File: config.mk
export PLATFORM = sky130hd
export DESIGN_NAME = pulse_width_manchester_receiver
export DESIGN_NICKNAME = d
export VERILOG_FILES = /design/src/hdl/pwmr_pkg.sv /design/src/hdl/pwmr_classify.sv /design/src/hdl/pwmr_frame.sv /design/src/hdl/pulse_width_manchester_receiver.sv
export SDC_FILE = /design/constraint.sdc
export NUM_CORES = 1
export LEC_CHECK = 0
export BUFFER_PORTS_ARGS = -buffer_cell sky130_fd_sc_hd__clkbuf_2
export CAP_MARGIN = 20
export CORE_ASPECT_RATIO = 0.9
export CORE_MARGIN = 3
export CORE_UTILIZATION = 61
export DETAILED_ROUTE_END_ITERATION = 8
export GPL_TIMING_DRIVEN = 1
export PLACE_DENSITY = 0.82
export SLEW_MARGIN = 15
export SYNTH_ARGS = -nofsm -noshare
export SYNTH_HDL_FRONTEND = slang
export SYNTH_SLANG_ARGS = --single-unit
File: constraint.sdc
create_clock -name aclk -period 4.3 [get_ports aclk]
set_input_delay 0.645 -clock aclk [delete_from_list [all_inputs] [get_ports aclk]]
set_output_delay 0.645 -clock aclk [all_outputs]
set_load 0.01 [all_outputs]
File: src/hdl/pwmr_pkg.sv
// Shared types and constants of the pulse-width Manchester receiver.
package pwmr_pkg;

    localparam int WIDTH_W    = 17;
    localparam int NUM_REGS   = 8;
    localparam int REG_IDX_W  = 3;
    localparam int STATUS_W   = 2;
    localparam int FRAME_OUT_W = 56;
    localparam int SYNC_W     = 3;

    typedef logic [WIDTH_W-1:0] width_t;
    typedef logic [STATUS_W-1:0] status_t;

    // Register indexes on the configuration port
    localparam logic [REG_IDX_W-1:0] REG_HW_SYNC_MIN  = 3'd0;
    localparam logic [REG_IDX_W-1:0] REG_HW_SYNC_MAX  = 3'd1;
    localparam logic [REG_IDX_W-1:0] REG_SW_SYNC_MIN  = 3'd2;
    localparam logic [REG_IDX_W-1:0] REG_SW_SYNC_MAX  = 3'd3;
    localparam logic [REG_IDX_W-1:0] REG_HALF_SYM_MIN = 3'd4;
    localparam logic [REG_IDX_W-1:0] REG_HALF_SYM_MAX = 3'd5;
    localparam logic [REG_IDX_W-1:0] REG_FULL_SYM_MIN = 3'd6;
    localparam logic [REG_IDX_W-1:0] REG_FULL_SYM_MAX = 3'd7;

    // Window bounds after reset
    localparam width_t RST_HW_SYNC_MIN  = 17'd1691;
    localparam width_t RST_HW_SYNC_MAX  = 17'd3140;
    localparam width_t RST_SW_SYNC_MIN  = 17'd3185;
    localparam width_t RST_SW_SYNC_MAX  = 17'd5915;
    localparam width_t RST_HALF_SYM_MIN = 17'd422;
    localparam width_t RST_HALF_SYM_MAX = 17'd785;
    localparam width_t RST_FULL_SYM_MIN = 17'd845;
    localparam width_t RST_FULL_SYM_MAX = 17'd1570;

    // Receiver status codes
    localparam status_t ST_WAIT = 2'd0;
    localparam status_t ST_RECV = 2'd1;
    localparam status_t ST_DONE = 2'd2;

    localparam logic [SYNC_W-1:0] SYNC_SAT = 3'd7;

    typedef struct packed {
        width_t hw_sync_min;
        width_t hw_sync_max;
        width_t sw_sync_min;
        width_t sw_sync_max;
        width_t half_sym_min;
        width_t half_sym_max;
        width_t full_sym_min;
        width_t full_sym_max;
    } win_bounds_t;

    typedef struct packed {
        logic hw_sync;
        logic sw_sync;
        logic half_sym;
        logic full_sym;
    } win_hits_t;

endpackage

File: src/hdl/pwmr_classify.sv
// Pulse width classifier: open-window compares against the programmed bounds.
module pwmr_classify (
    input  pwmr_pkg::width_t      pulse_width,
    input  pwmr_pkg::win_bounds_t bounds,
    output pwmr_pkg::win_hits_t   hits
);
    import pwmr_pkg::*;

    always_comb begin
        hits.hw_sync  = (pulse_width > bounds.hw_sync_min) &&
                        (pulse_width < bounds.hw_sync_max);
        hits.sw_sync  = (pulse_width > bounds.sw_sync_min) &&
                        (pulse_width < bounds.sw_sync_max);
        hits.half_sym = (pulse_width > bounds.half_sym_min) &&
                        (pulse_width < bounds.half_sym_max);
        hits.full_sym = (pulse_width > bounds.full_sym_min) &&
                        (pulse_width < bounds.full_sym_max);
    end

endmodule

File: src/hdl/pwmr_frame.sv
// Frame tracker: sync counting, bit assembly and result for one pulse.
module pwmr_frame #(
    parameter int FRAME_BITS      = 56,
    parameter int MIN_SYNC_PULSES = 4
) (
    input  logic                                aclk,
    input  logic                                aresetn,
    input  logic                                step_en,
    input  pwmr_pkg::win_hits_t                 hits,
    output pwmr_pkg::status_t                   res_status,
    output logic [pwmr_pkg::FRAME_OUT_W-1:0]    res_frame
);
    import pwmr_pkg::*;

    localparam int BIT_W = $clog2(FRAME_BITS + 1);
    localparam logic [BIT_W-1:0] BIT_LAST = BIT_W'(FRAME_BITS);
    localparam logic [SYNC_W-1:0] SYNC_MIN = SYNC_W'(MIN_SYNC_PULSES);

    logic                  recv_reg,   recv_next;
    logic [SYNC_W-1:0]     sync_reg,   sync_next;
    logic [BIT_W-1:0]      bit_cnt_reg, bit_cnt_next;
    logic                  last_reg,   last_next;
    logic                  half_reg,   half_next;
    logic [FRAME_BITS-1:0] frame_reg,  frame_next;
    logic [FRAME_BITS-1:0] set_mask;
    logic [FRAME_BITS-1:0] frame_res;
    logic                  append;

    // One-hot position of the next bit, first bit at the top
    always_comb begin
        for (int i = 0; i < FRAME_BITS; i++) begin
            set_mask[i] = (bit_cnt_reg == BIT_W'(FRAME_BITS - 1 - i));
        end
    end

    always_comb begin
        recv_next    = recv_reg;
        sync_next    = sync_reg;
        bit_cnt_next = bit_cnt_reg;
        last_next    = last_reg;
        half_next    = half_reg;
        frame_next   = frame_reg;
        append       = 1'b0;
        res_status   = ST_WAIT;
        frame_res    = '0;

        if (!recv_reg) begin
            if (hits.hw_sync) begin
                if (sync_reg != SYNC_SAT) begin
                    sync_next = sync_reg + 1'b1;
                end
            end else if (hits.sw_sync && (sync_reg >= SYNC_MIN)) begin
                bit_cnt_next = '0;
                last_next    = 1'b0;
                half_next    = 1'b0;
                frame_next   = '0;
                recv_next    = 1'b1;
            end else begin
                sync_next = '0;
            end
        end else begin
            if (hits.full_sym && !half_reg) begin
                last_next = ~last_reg;
                append    = 1'b1;
            end else if (hits.half_sym) begin
                half_next = ~half_reg;
                append    = half_reg;
            end else begin
                sync_next = '0;
                recv_next = 1'b0;
            end
        end

        if (append && (bit_cnt_reg < BIT_LAST)) begin
            if (last_next) begin
                frame_next = frame_reg | set_mask;
            end
            bit_cnt_next = bit_cnt_reg + 1'b1;
        end

        if (recv_next) begin
            res_status = ST_RECV;
            if (bit_cnt_next >= BIT_LAST) begin
                res_status = ST_DONE;
                recv_next  = 1'b0;
                frame_res  = frame_next;
            end
        end
    end

    generate
        if (FRAME_BITS >= FRAME_OUT_W) begin : g_trunc
            assign res_frame = frame_res[FRAME_OUT_W-1:0];
        end else begin : g_ext
            assign res_frame = {{(FRAME_OUT_W-FRAME_BITS){1'b0}}, frame_res};
        end
    endgenerate

    always_ff @(posedge aclk) begin
        if (!aresetn) begin
            recv_reg    <= 1'b0;
            sync_reg    <= '0;
            bit_cnt_reg <= '0;
            last_reg    <= 1'b0;
            half_reg    <= 1'b0;
            frame_reg   <= '0;
        end else if (step_en) begin
            recv_reg    <= recv_next;
            sync_reg    <= sync_next;
            bit_cnt_reg <= bit_cnt_next;
            last_reg    <= last_next;
            half_reg    <= half_next;
            frame_reg   <= frame_next;
        end
    end

endmodule

File: src/hdl/pulse_width_manchester_receiver.sv
// Pulse-width Manchester receiver top level: window registers, word staging, result.
//
// Usage:
//   s_ channel: one word per measured pulse, s_tdata[16:0] = pulse_width (us).
//   m_ channel: exactly one word per accepted pulse, in order.
//     m_tuser[1:0] = rx_status (0 waiting, 1 receiving, 2 frame complete),
//     m_tdata[55:0] = frame_bits, first bit at the top, zero unless complete.
//   cfg_ port: write the eight window bounds (min/max for hardware sync,
//     software sync, half symbol, full symbol) while no word is in flight.
// Timing: a pulse lands in the input register, is classified and applied to
//   the frame state, and its result is registered for m_ when the output is
//   free. One word per cycle is sustained while m_tready stays high; the
//   compare-and-update step between the input and the result register is
//   combinational.
// Reset: aresetn low loads the default windows, clears sync count and frame.
// Stall: with m_tready low the result register holds; one more word can wait
//   in the input register before s_tready drops.
module pulse_width_manchester_receiver #(
    parameter int FRAME_BITS      = 56,
    parameter int MIN_SYNC_PULSES = 4
) (
    input  logic                                aclk,
    input  logic                                aresetn,
    input  logic                                cfg_we,
    input  logic [pwmr_pkg::REG_IDX_W-1:0]      cfg_addr,
    input  logic [pwmr_pkg::WIDTH_W-1:0]        cfg_wdata,
    input  logic                                s_tvalid,
    output logic                                s_tready,
    input  logic [23:0]                         s_tdata,   // [16:0] pulse_width
    output logic                                m_tvalid,
    input  logic                                m_tready,
    output logic [55:0]                         m_tdata,   // [55:0] frame_bits
    output logic [pwmr_pkg::STATUS_W-1:0]       m_tuser    // [1:0] rx_status
);
    import pwmr_pkg::*;

    win_bounds_t bounds_reg;
    width_t      pw_reg;
    logic        in_vld_reg;
    logic        out_vld_reg;
    status_t     status_reg;
    logic [FRAME_OUT_W-1:0] frame_out_reg;

    win_hits_t   hits;
    status_t     res_status;
    logic [FRAME_OUT_W-1:0] res_frame;
    logic        step_en;
    logic        in_fire;

    assign step_en  = in_vld_reg && (!out_vld_reg || m_tready);
    assign s_tready = !in_vld_reg || step_en;
    assign in_fire  = s_tvalid && s_tready;

    always_ff @(posedge aclk) begin
        if (!aresetn) begin
            bounds_reg.hw_sync_min  <= RST_HW_SYNC_MIN;
            bounds_reg.hw_sync_max  <= RST_HW_SYNC_MAX;
            bounds_reg.sw_sync_min  <= RST_SW_SYNC_MIN;
            bounds_reg.sw_sync_max  <= RST_SW_SYNC_MAX;
            bounds_reg.half_sym_min <= RST_HALF_SYM_MIN;
            bounds_reg.half_sym_max <= RST_HALF_SYM_MAX;
            bounds_reg.full_sym_min <= RST_FULL_SYM_MIN;
            bounds_reg.full_sym_max <= RST_FULL_SYM_MAX;
        end else if (cfg_we) begin
            unique case (cfg_addr)
                REG_HW_SYNC_MIN:  bounds_reg.hw_sync_min  <= cfg_wdata;
                REG_HW_SYNC_MAX:  bounds_reg.hw_sync_max  <= cfg_wdata;
                REG_SW_SYNC_MIN:  bounds_reg.sw_sync_min  <= cfg_wdata;
                REG_SW_SYNC_MAX:  bounds_reg.sw_sync_max  <= cfg_wdata;
                REG_HALF_SYM_MIN: bounds_reg.half_sym_min <= cfg_wdata;
                REG_HALF_SYM_MAX: bounds_reg.half_sym_max <= cfg_wdata;
                REG_FULL_SYM_MIN: bounds_reg.full_sym_min <= cfg_wdata;
                REG_FULL_SYM_MAX: bounds_reg.full_sym_max <= cfg_wdata;
                default: ;
            endcase
        end
    end

    // Input stage
    always_ff @(posedge aclk) begin
        if (!aresetn) begin
            in_vld_reg <= 1'b0;
        end else if (in_fire) begin
            in_vld_reg <= 1'b1;
        end else if (step_en) begin
            in_vld_reg <= 1'b0;
        end
    end

    always_ff @(posedge aclk) begin
        if (in_fire) begin
            pw_reg <= s_tdata[WIDTH_W-1:0];
        end
    end

    pwmr_classify u_classify (
        .pulse_width (pw_reg),
        .bounds      (bounds_reg),
        .hits        (hits)
    );

    pwmr_frame #(
        .FRAME_BITS      (FRAME_BITS),
        .MIN_SYNC_PULSES (MIN_SYNC_PULSES)
    ) u_frame (
        .aclk       (aclk),
        .aresetn    (aresetn),
        .step_en    (step_en),
        .hits       (hits),
        .res_status (res_status),
        .res_frame  (res_frame)
    );

    // Result stage
    always_ff @(posedge aclk) begin
        if (!aresetn) begin
            out_vld_reg <= 1'b0;
        end else if (step_en) begin
            out_vld_reg <= 1'b1;
        end else if (m_tready) begin
            out_vld_reg <= 1'b0;
        end
    end

    always_ff @(posedge aclk) begin
        if (step_en) begin
            status_reg    <= res_status;
            frame_out_reg <= res_frame;
        end
    end

    assign m_tvalid = out_vld_reg;
    assign m_tuser  = status_reg;
    assign m_tdata  = frame_out_reg;

`ifndef SYNTHESIS
    a_frame_zero_unless_done: assert property (@(posedge aclk) disable iff (!aresetn)
        (m_tvalid && (m_tuser != ST_DONE)) |-> (m_tdata == '0))
        else $error("frame bits nonzero on an incomplete result");

    a_stall_only_when_full: assert property (@(posedge aclk) disable iff (!aresetn)
        !s_tready |-> (in_vld_reg && out_vld_reg && !m_tready))
        else $error("input stalled while the pipeline has room");

    a_step_gives_result: assert property (@(posedge aclk) disable iff (!aresetn)
        step_en |=> (m_tvalid && (m_tuser <= ST_DONE)))
        else $error("processed pulse produced no valid result");

    a_result_held_on_stall: assert property (@(posedge aclk) disable iff (!aresetn)
        (m_tvalid && !m_tready) |=> (m_tvalid && $stable(m_tuser) && $stable(m_tdata)))
        else $error("result changed while stalled");
`endif

endmodule
# Yosys cells after proc, flatten, opt, wreduce, memory -nomap -nowiden
# Cells that the tools add are included.
dict set report op_classes {
  add_sub_neg 2
  mul 0
  div 0
  order_cmp 11
  n_eq_ne 69
  n_shift 0
  n_mux 39
  bitwise 3
  n_reduce_logical 30
}
# cell n
set ops {}
lappend ops {{two-way mux 56 bit} 5}
lappend ops {{== test 6 bit (second input constant)} 24}
lappend ops {{== test 6 x 5 -> 1 bit (second input constant)} 16}
lappend ops {{greater-than comparator 17 bit} 4}
lappend ops {{less-than comparator 17 bit} 4}
lappend ops {{bitwise OR 56 bit} 1}
lappend ops {{== test 6 x 4 -> 1 bit (second input constant)} 8}
lappend ops {{== test 6 x 3 -> 1 bit (second input constant)} 4}
lappend ops {{two-way mux 6 bit} 4}
lappend ops {{two-way mux 1 bit} 23}
lappend ops {{two-way mux 3 bit} 6}
lappend ops {{AND reduction 2 bit} 9}
lappend ops {{== test 3 bit (second input constant)} 4}
lappend ops {{== test 6 x 2 -> 1 bit (second input constant)} 2}
lappend ops {{AND reduction 5 bit} 2}
lappend ops {{logical AND 1 bit} 9}
lappend ops {{adder 6 x 1 -> 6 bit (second input constant)} 1}
lappend ops {{== test 3 x 2 -> 1 bit (second input constant)} 2}
lappend ops {{== test 6 x 1 -> 1 bit (second input constant)} 1}
lappend ops {{greater-or-equal comparator 6 bit (second input constant)} 1}
lappend ops {{zero test 6 bit} 1}
lappend ops {{less-than comparator 6 bit (second input constant)} 1}
lappend ops {{!= test 2 bit (second input constant)} 3}
lappend ops {{nonzero test 2 bit} 3}
lappend ops {{other kinds (12)} 16}
dict set report totals {
  register_bits 281
  latchBits 0
  ram_bits 0
  romBits 0
  inputBits 49
  word_cells 173
  n_memories 0
}

# Logic depth before layout (Yosys ltp)
# Gate-level depths: netlist of the first run.
dict set report logic_depth {
  depth_word 10
  depth_mapped 13
  mapped_depth_nobuf 10
}

# Hierarchy
# A second synthesis of the first run with hierarchy kept.
dict set report hier_totals {
  cells_unflattened 1479
  hier_area_um2 14525.2
}
# module instances cells_each area_each_um2
set modules_own_cells {}
lappend modules_own_cells {pulse_width_manchester_receiver 1 570 7477.2}
lappend modules_own_cells {pwmr_frame 1 454 3784.9}
lappend modules_own_cells {pwmr_classify 1 455 3263.1}

# Worst setup path before layout of the first run
# Ideal clock, no wire load.
dict set report synth_path {
  path_type {input-to-reg}
  startpoint {input port m_tready}
  endpoint {register u_frame.frame_reg[10]}
  setup_time_ns 0.075
  arrival_time_ns 3.434
  required_time_ns 4.225
  slack_ns 0.791
  stages 7
  path_cell_list {nor2b_1 nand2b_1 inv_1 clkbuf_1 clkbuf_1 nand4_1 a21oi_1}
}
dict set report synth_between {
  elab_chain_len 2
}
# element line
set synth_rtl {}
lappend synth_rtl {{start: declaration} pulse_width_manchester_receiver.sv:31} ;# input logic m_tready,
lappend synth_rtl {{logical OR 1 bit} pulse_width_manchester_receiver.sv:50} ;# assign step_en = in_vld_reg && (!out_vld_reg || m_tready);
lappend synth_rtl {{logical AND 1 bit} pulse_width_manchester_receiver.sv:50}
lappend synth_rtl {{via step_en} pulse_width_manchester_receiver.sv:47} ;# logic step_en;
lappend synth_rtl {{end signal: assignment} pwmr_frame.sv:113} ;# frame_reg <= frame_next;
lappend synth_rtl {{end: declaration} pwmr_frame.sv:24} ;# logic [FRAME_BITS-1:0] frame_reg, frame_next;
# The timed path passes the listed nets, and every way through them passes these cells.
# A chain may end at the register's enable or synchronous reset.

# Final worst setup path of the first run
dict set report layout_path {
  startpoint {register pw_reg[6]}
  endpoint {register frame_out_reg[24], in the netlist m_tdata[24], data pin}
}
dict set report layout_between {
  elab_chain_len 9
}
# element line
set layout_rtl {}
lappend layout_rtl {{start: declaration} pulse_width_manchester_receiver.sv:38} ;# width_t pw_reg;
lappend layout_rtl {{start signal: assignment} pulse_width_manchester_receiver.sv:92} ;# pw_reg <= s_tdata[WIDTH_W-1:0];
lappend layout_rtl {{greater-than comparator 17 bit, or another cell as far along} pwmr_classify.sv:12} ;# hits.sw_sync = (pulse_width > bounds.sw_sync_min) &&
lappend layout_rtl {{logical AND 1 bit, on equally long branches} {pwmr_classify.sv:12, pwmr_classify.sv:14, pwmr_classify.sv:16}}
lappend layout_rtl {{logical AND 1 bit, or another cell as far along} pwmr_frame.sv:52} ;# end else if (hits.sw_sync && (sync_reg >= SYNC_MIN)) begin
lappend layout_rtl {{two-way mux 6 bit or two-way mux 1 bit (tied branches)} {pwmr_frame.sv:52, pwmr_frame.sv:62}}
lappend layout_rtl {{two-way mux 6 bit or two-way mux 1 bit (tied branches)} {pwmr_frame.sv:48, pwmr_frame.sv:47}}
lappend layout_rtl {{two-way mux 6 bit or logical AND 1 bit (tied branches)} {pwmr_frame.sv:47, pwmr_frame.sv:74}}
lappend layout_rtl {{two-way mux 6 bit} pwmr_frame.sv:74} ;# if (append && (bit_cnt_reg < BIT_LAST)) begin
lappend layout_rtl {{greater-or-equal comparator 6 bit} pwmr_frame.sv:83} ;# if (bit_cnt_next >= BIT_LAST) begin
lappend layout_rtl {{AND reduction 2 bit (no line)} -}
lappend layout_rtl {{end signal: assignment} pulse_width_manchester_receiver.sv:128} ;# frame_out_reg <= res_frame;
lappend layout_rtl {{end: declaration} pulse_width_manchester_receiver.sv:42} ;# logic [FRAME_OUT_W-1:0] frame_out_reg;
# Several ways; a longest one is shown, not always the timed one.

==> results of run 1 <==
==> final cells by class <==
type / count / area (um^2)
Inverter: 139 / 524.3
Clock buffer: 44 / 874.6
Sequential cell: 281 / 6376
Tap cell: 297 / 371.6
Timing Repair Buffer: 130 / 773.2
Fill cell: 1693 / 6782
Multi-Input combinational cell: 1123 / 7142
Clock inverter: 9 / 123.9
==> cell families after synthesis <==
kind of cell / after synthesis / synth area share (%)
adder cells (fa/ha/maj): 138 / 11.87
flip-flops: 281 / 43.83
multiplexers: 4 / 0.2752
buffers and inverters: 266 / 7.456
AO/OA/AOI/OAI: 432 / 18.46
AND/OR/NAND/NOR: 549 / 18.11
==> worst paths after layout <==
check / start / to / slack, ps / depth (start not counted)
min: s_tdata[6] / pw_reg[6] / 270 / 1
min reg2reg: bounds_reg[14] / bounds_reg[14] / 460 / 2
max: pw_reg[6] / m_tdata[24] / 490 / 10
max reg2reg: pw_reg[6] / m_tdata[24] / 490 / 10
==> report_power, final <==
part	switching [uW]	leakage (uW)	internal, uW
sequential	57.2	0.00234	2780
clock	1040	0.000485	1580
combinational	313	0.00317	163
total	1410	0.00599	4520
==> layer usage <==
layer | track usage [%] | wire length (um) | vias to the layer above
li1 | - | - | 5965
met1 | 44.52 | 16720 | 5996
met2 | 45.91 | 17530 | 708
met3 | 6.874 | 4944 | 103
met4 | 8.531 | 1167 | 0
met5 | 0 | 0 | -
==> critical path, stage by stage, from the launching register on <==
cell and delay [ps]:
edfxtp_1 600, ha_1 390, a21o_1 170, nand3_1 80, a21oi_1 80, a2111oi_0 580, a21oi_1 300, or3_2 630
buf_12 230, a32oi_1 380, nor3_1 90
==> per-stage QoR <==
| stage | power (uW) | instances | instance area [um^2] | worst slack, ps | hold WS, ps |
|---|---|---|---|---|---|
| 2_1_floorplan | 3182 | 1670 | 14550 | 791.1 | 432.6 |
| 3_3_place_gp | 3331 | 1970 | 15190 | 657.8 | 441.4 |
| 3_5_place_dp | 3358 | 1970 | 15190 | 660.5 | 446.5 |
| 4_1_cts | 5933 | 2023 | 16190 | 614.6 | 263.3 |
| 5_1_grt | 6108 | 2023 | 16190 | 378.4 | 266.9 |
| 6_report | 5933 | 2023 | 16190 | 491.8 | 271.8 |
==> cell usage in the layout (no fill, tap or decap), drive strengths merged, types with 4 or more instances in the layout <==
| master | count |
|---|---|
| nand2 | 282 |
| a221oi | 4 |
| nor3 | 65 |
| a21oi | 197 |
| clkbuf | 145 |
| nand4 | 29 |
| o211ai | 41 |
| nor2 | 31 |
| and2 | 22 |
| clkinv | 5 |
| ha | 138 |
| a31oi | 4 |
| dfxtp | 206 |
| nand3 | 72 |
| inv | 139 |
| and3 | 14 |
| mux2i | 4 |
| nor4 | 4 |
| edfxtp | 75 |
| a2111oi | 5 |
| o21ai | 81 |
| buf | 29 |
| a32oi | 56 |
| nor2b | 13 |
| o32ai | 4 |
| a211oi | 4 |
| a21o | 12 |
| nand2b | 9 |
==> flow_summary.yaml, run 1 <==
run_status:
  status: "finished clean"
layout:
  syn2layout_area_growth_pct: 11.25
  antennaDiodeCount: 0
  finalCoreUtilization_pct: 70.47
  layout-drive-gt1-share_pct: 12.98
  largest_register_ffs: 136
  nets: 1891
pwr:
  p_leak_uw: 0.005995
  powerDensity_nw_per_um2: 366.5
  vdd_drop_max_uv: 430.2
floorplan:
  start_util_pct: 63.35
  rows: 52
  die_area_um2: 25740
  die_y_um: 152.5
  pin_count: 109
  coreArea_um2: 22970
  die_w_um: 168.8
synthesis:
  synth_top_area_share_pct: 28.35
  synth_largest_area_cell: "dfxtp_1"
  yosys_warnings: 0
  synth_flop_cell: "dfxtp_1"
  synth_cell_types: 60
  ys_seq_area_share_pct: 43.83
  syn-num-nets: 1857
  synthTopCellsByCount: "nand2_1 (282), dfxtp_1 (206), a21oi_1 (197)"
  syn_inst: 1670
  avgSynthCellArea_um2: 8.712
  post_synth_instance_area_um2: 14550
  synth-edff-count: 75
  synth_area_leaders: "dfxtp_1 (28%), edfxtp_1 (15%), ha_1 (12%)"
  ys_seq_elements: 281
  synth-async-reset-ratio_pct: 0
  yosysMostFrequentCell: "nand2_1"
sta:
  min_period_ps: 3808
  relSlewSlack_pct: 26.55
  skew_ps: 9.825
  hold_viol_final: 0
  finalCritPeriodShare_pct: 88.56
  fmax_ghz: 0.2626
  rsz0062_at_grt: "false"
  final_max_slew_viol_count: 0
  timing.setup.tns_ps: 0
  worst_slew_pin_slew_ps: 1101
  setup_viol: 0
clock_tree:
  ctsHoldBuffers: 0
  cts_buffers: 29
  cts_tree: "built"
  clk_pin_slew_ps: 60
  clock-sinks: 281
  clk_latency_ps: 540
  clockBufferDepth: 3
  htreeDepth: 1
  ctsRootBufferMaster: "clkbuf_16"
  cts_resized: 0
  cts_setup_buffers: 0
worst_setup_path:
  criticalPathCategory: "reg2reg"
  crit_fanout: 64
  startpoint_type: "flop"
  crit_arrival_ps: 4090
  endpoint_kind: "flop"
  required_ps: 4580
global_route:
  antenna_found_initial: 1
  track_usage_pct: 30.57
  grt_max_degree: 68
  grt_pass1_vias: 11980
  grt_overflow: 0
  grt_pass1_wl_um: 64070
routing:
  firstDrtPassIters: 7
  wl_um: 40360
  ant_nets: 0
  post_drt_wl_per_cell_um: 19.95
  drtIter0Drc: 1533
  drc: 0
  vias: 12770
  via_per_inst: 6.313
placement:
  gp_congestion: 0.9125
  hpwl_um: 27040
  portBuffers: 101
job:
  drv_cap: 0
hold_path:
  hold_class: "in2reg"
(Power assumes the default switching activity.)
==> run 2, diff against run 1 <==
CORE_UTILIZATION = 25   (was 61)
PLACE_DENSITY = 0.41   (was 0.82)
==> run 2 against run 1 <==
  * Cell area up 5.1%
  * Worst hold slack worse by 5.4 ps
  * Clock power up 18%
  * Count of clock-buffer cells in the layout up 4
  * Fmax down 4.3%
  * Sequential power about the same
  * Via count down 5.3%
  * Setup slack worse by 170 ps
  * Critical endpoint is now m_tdata[2]
  * Largest cell class unchanged
==> flow_summary.yaml, run 2 (synthesized netlist as in run 1, its figures left out) <==
sta:
  worst_slew_pin_slew_ps: 1044
  timing.setup.tns_ps: 0
  finalCritPeriodShare_pct: 92.54
  rsz0062_at_grt: "false"
  setup_slack_ps: 320.9
  skew_ps: 17.64
  min_period_ps: 3979
  relSlewSlack_pct: 30.17
  setup_viol: 0
  fmax_ghz: 0.2513
  hold_viol_final: 0
  final_max_slew_viol_count: 0
routing:
  wl_um: 47960
  drtIter0Drc: 722
  ant_nets: 0
  post_drt_wl_per_cell_um: 19.10
  drc: 0
  via_per_inst: 4.818
  vias: 12100
  firstDrtPassIters: 7
pwr:
  vdd_drop_max_uv: 198.7
  p_leak_uw: 0.006118
  p_int_uw: 4794
  switchingPower_uw: 1621
  powerDensity_nw_per_um2: 377.1
  swShare_pct: 25.27
  p_seq_share_pct: 44.4
  clkPwrFrac_pct: 48.0
  power_frac_comb_pct: 7.5
floorplan:
  pin_count: 109
  rows: 83
  coreArea_um2: 57330
  die_w_um: 260.3
  die_y_um: 234.9
  start_util_pct: 25.38
  die_area_um2: 61130
global_route:
  grt_pass1_wl_um: 72180
  grt_pass1_vias: 11580
  antenna_found_initial: 0
  track_usage_pct: 15.39
  grt_overflow: 0
  grt_max_degree: 82
worst_setup_path:
  crit_fanout: 24
  required_ps: 4580
  cpMostUsedCell: "o21ai_0"
  path_buf_inv: 1
  endpoint_kind: "flop"
  cp_cell_sequence: "ha_1 > o21ai_0 > o21ai_0 > nand4_1 > o21a_2 > a32oi_2 > o21ai_1 > nand3_4 > buf_4 > nor3_1"
  cpPeakStageDelay_ps: 710
  criticalPathCategory: "reg2reg"
  worstReg2RegStart: "pw_reg[7]"
  crit_family: "compound AO/OA/AOI/OAI gates"
  startpoint_type: "flop"
  crit_arrival_ps: 4260
  slowest_stage: "edfxtp_1"
  crit_start: "pw_reg[7]"
clock_tree:
  cts_tree: "built"
  ctsRootBufferMaster: "clkbuf_16"
  clock-sinks: 281
  cts_resized: 0
  clockBufferDepth: 3
  cts_buffers: 36
  clk_pin_slew_ps: 60
  ctsHoldBuffers: 0
  htreeDepth: 2
  cts_setup_buffers: 0
  clk_latency_ps: 550
placement:
  gp_congestion: 0.8109
  hpwl_um: 32010
  portBuffers: 101
  dp_slack_ps: 525.3
layout:
  syn2layout_area_growth_pct: 16.93
  largest_register_ffs: 136
  finalCoreUtilization_pct: 29.68
  nets: 1906
  mostFrequentLayoutCells: "nand2_1 (282), dfxtp_1 (206), a21oi_1 (197)"
  final_common_cell: "nand2_1"
  antennaDiodeCount: 0
  layout-drive-gt1-share_pct: 13.52
job:
  drv_cap: 0
run_status:
  status: "finished clean"
hold_path:
  worstHoldStart: "s_tdata[12]"
  hold_class: "in2reg"
==> run 2: cell types whose count changed in the layout (fill, tap and decap cells not counted), moves of 2 or more <==
| cell | change |
|---|---|
| buf_4 | +9 |
| clkbuf_8 | -2 |
| nor2_1 | +2 |
| clkinv_1 | +5 |
| clkbuf_16 | +5 |
| nor2_2 | -2 |
==> run 2: power by group through the flow <==
| stage | sequential, uW | clock (uW) | combinational [uW] |
|---|---|---|---|
| 3_3_place_gp | 2910 | 0 | 480 |
| 6_report | 2850 | 3080 | 484 |
| 5_1_grt | 2860 | 3280 | 548 |
| 4_1_cts | 2850 | 3180 | 490 |
| 2_1_floorplan | 2890 | 0 | 291 |
| 3_5_place_dp | 2910 | 0 | 488 |
==> run 2: final timing paths <==
check	end	slack, ps	depth (start not counted)
max	m_tdata[2]	320	10
min reg2reg	bounds_reg[35]	450	2
max reg2reg	m_tdata[2]	320	10
min	pw_reg[12]	270	1
==> run 2: layer usage <==
| metal | GRT usage [%] | vias up | share of wire [%] |
|---|---|---|---|
| met5 | 0 | - | 0 |
| met4 | 3.766 | 0 | 1.6 |
| met3 | 2.252 | 44 | 4.4 |
| met2 | 22.88 | 233 | 43 |
| met1 | 23.20 | 5821 | 51 |
| li1 | - | 6001 | - |
==> run 2: through the flow <==
stage / hold WS, ps / power (uW) / instance area (um^2) / instances
6_report: 266.4 / 6415 / 17010 / 2511
5_1_grt: 241.1 / 6680 / 17010 / 2511
4_1_cts: 233.1 / 6522 / 17010 / 2511
3_5_place_dp: 447.2 / 3395 / 15830 / 2446
3_3_place_gp: 443.0 / 3386 / 15830 / 2446
2_1_floorplan: 432.6 / 3182 / 14550 / 1670
==> run 2: layout make-up <==
| cell class | instances | area [um^2] |
|---|---|---|
| clock buffer | 48 | 975.9 |
| tap | 765 | 957.2 |
| timing repair buffer | 138 | 820.8 |
| sequential | 281 | 6376 |
| inverter | 139 | 524.3 |
| multi-input combinational | 1123 | 7149 |
| clock inverter | 17 | 209.0 |
| fill | 6097 | 40310 |
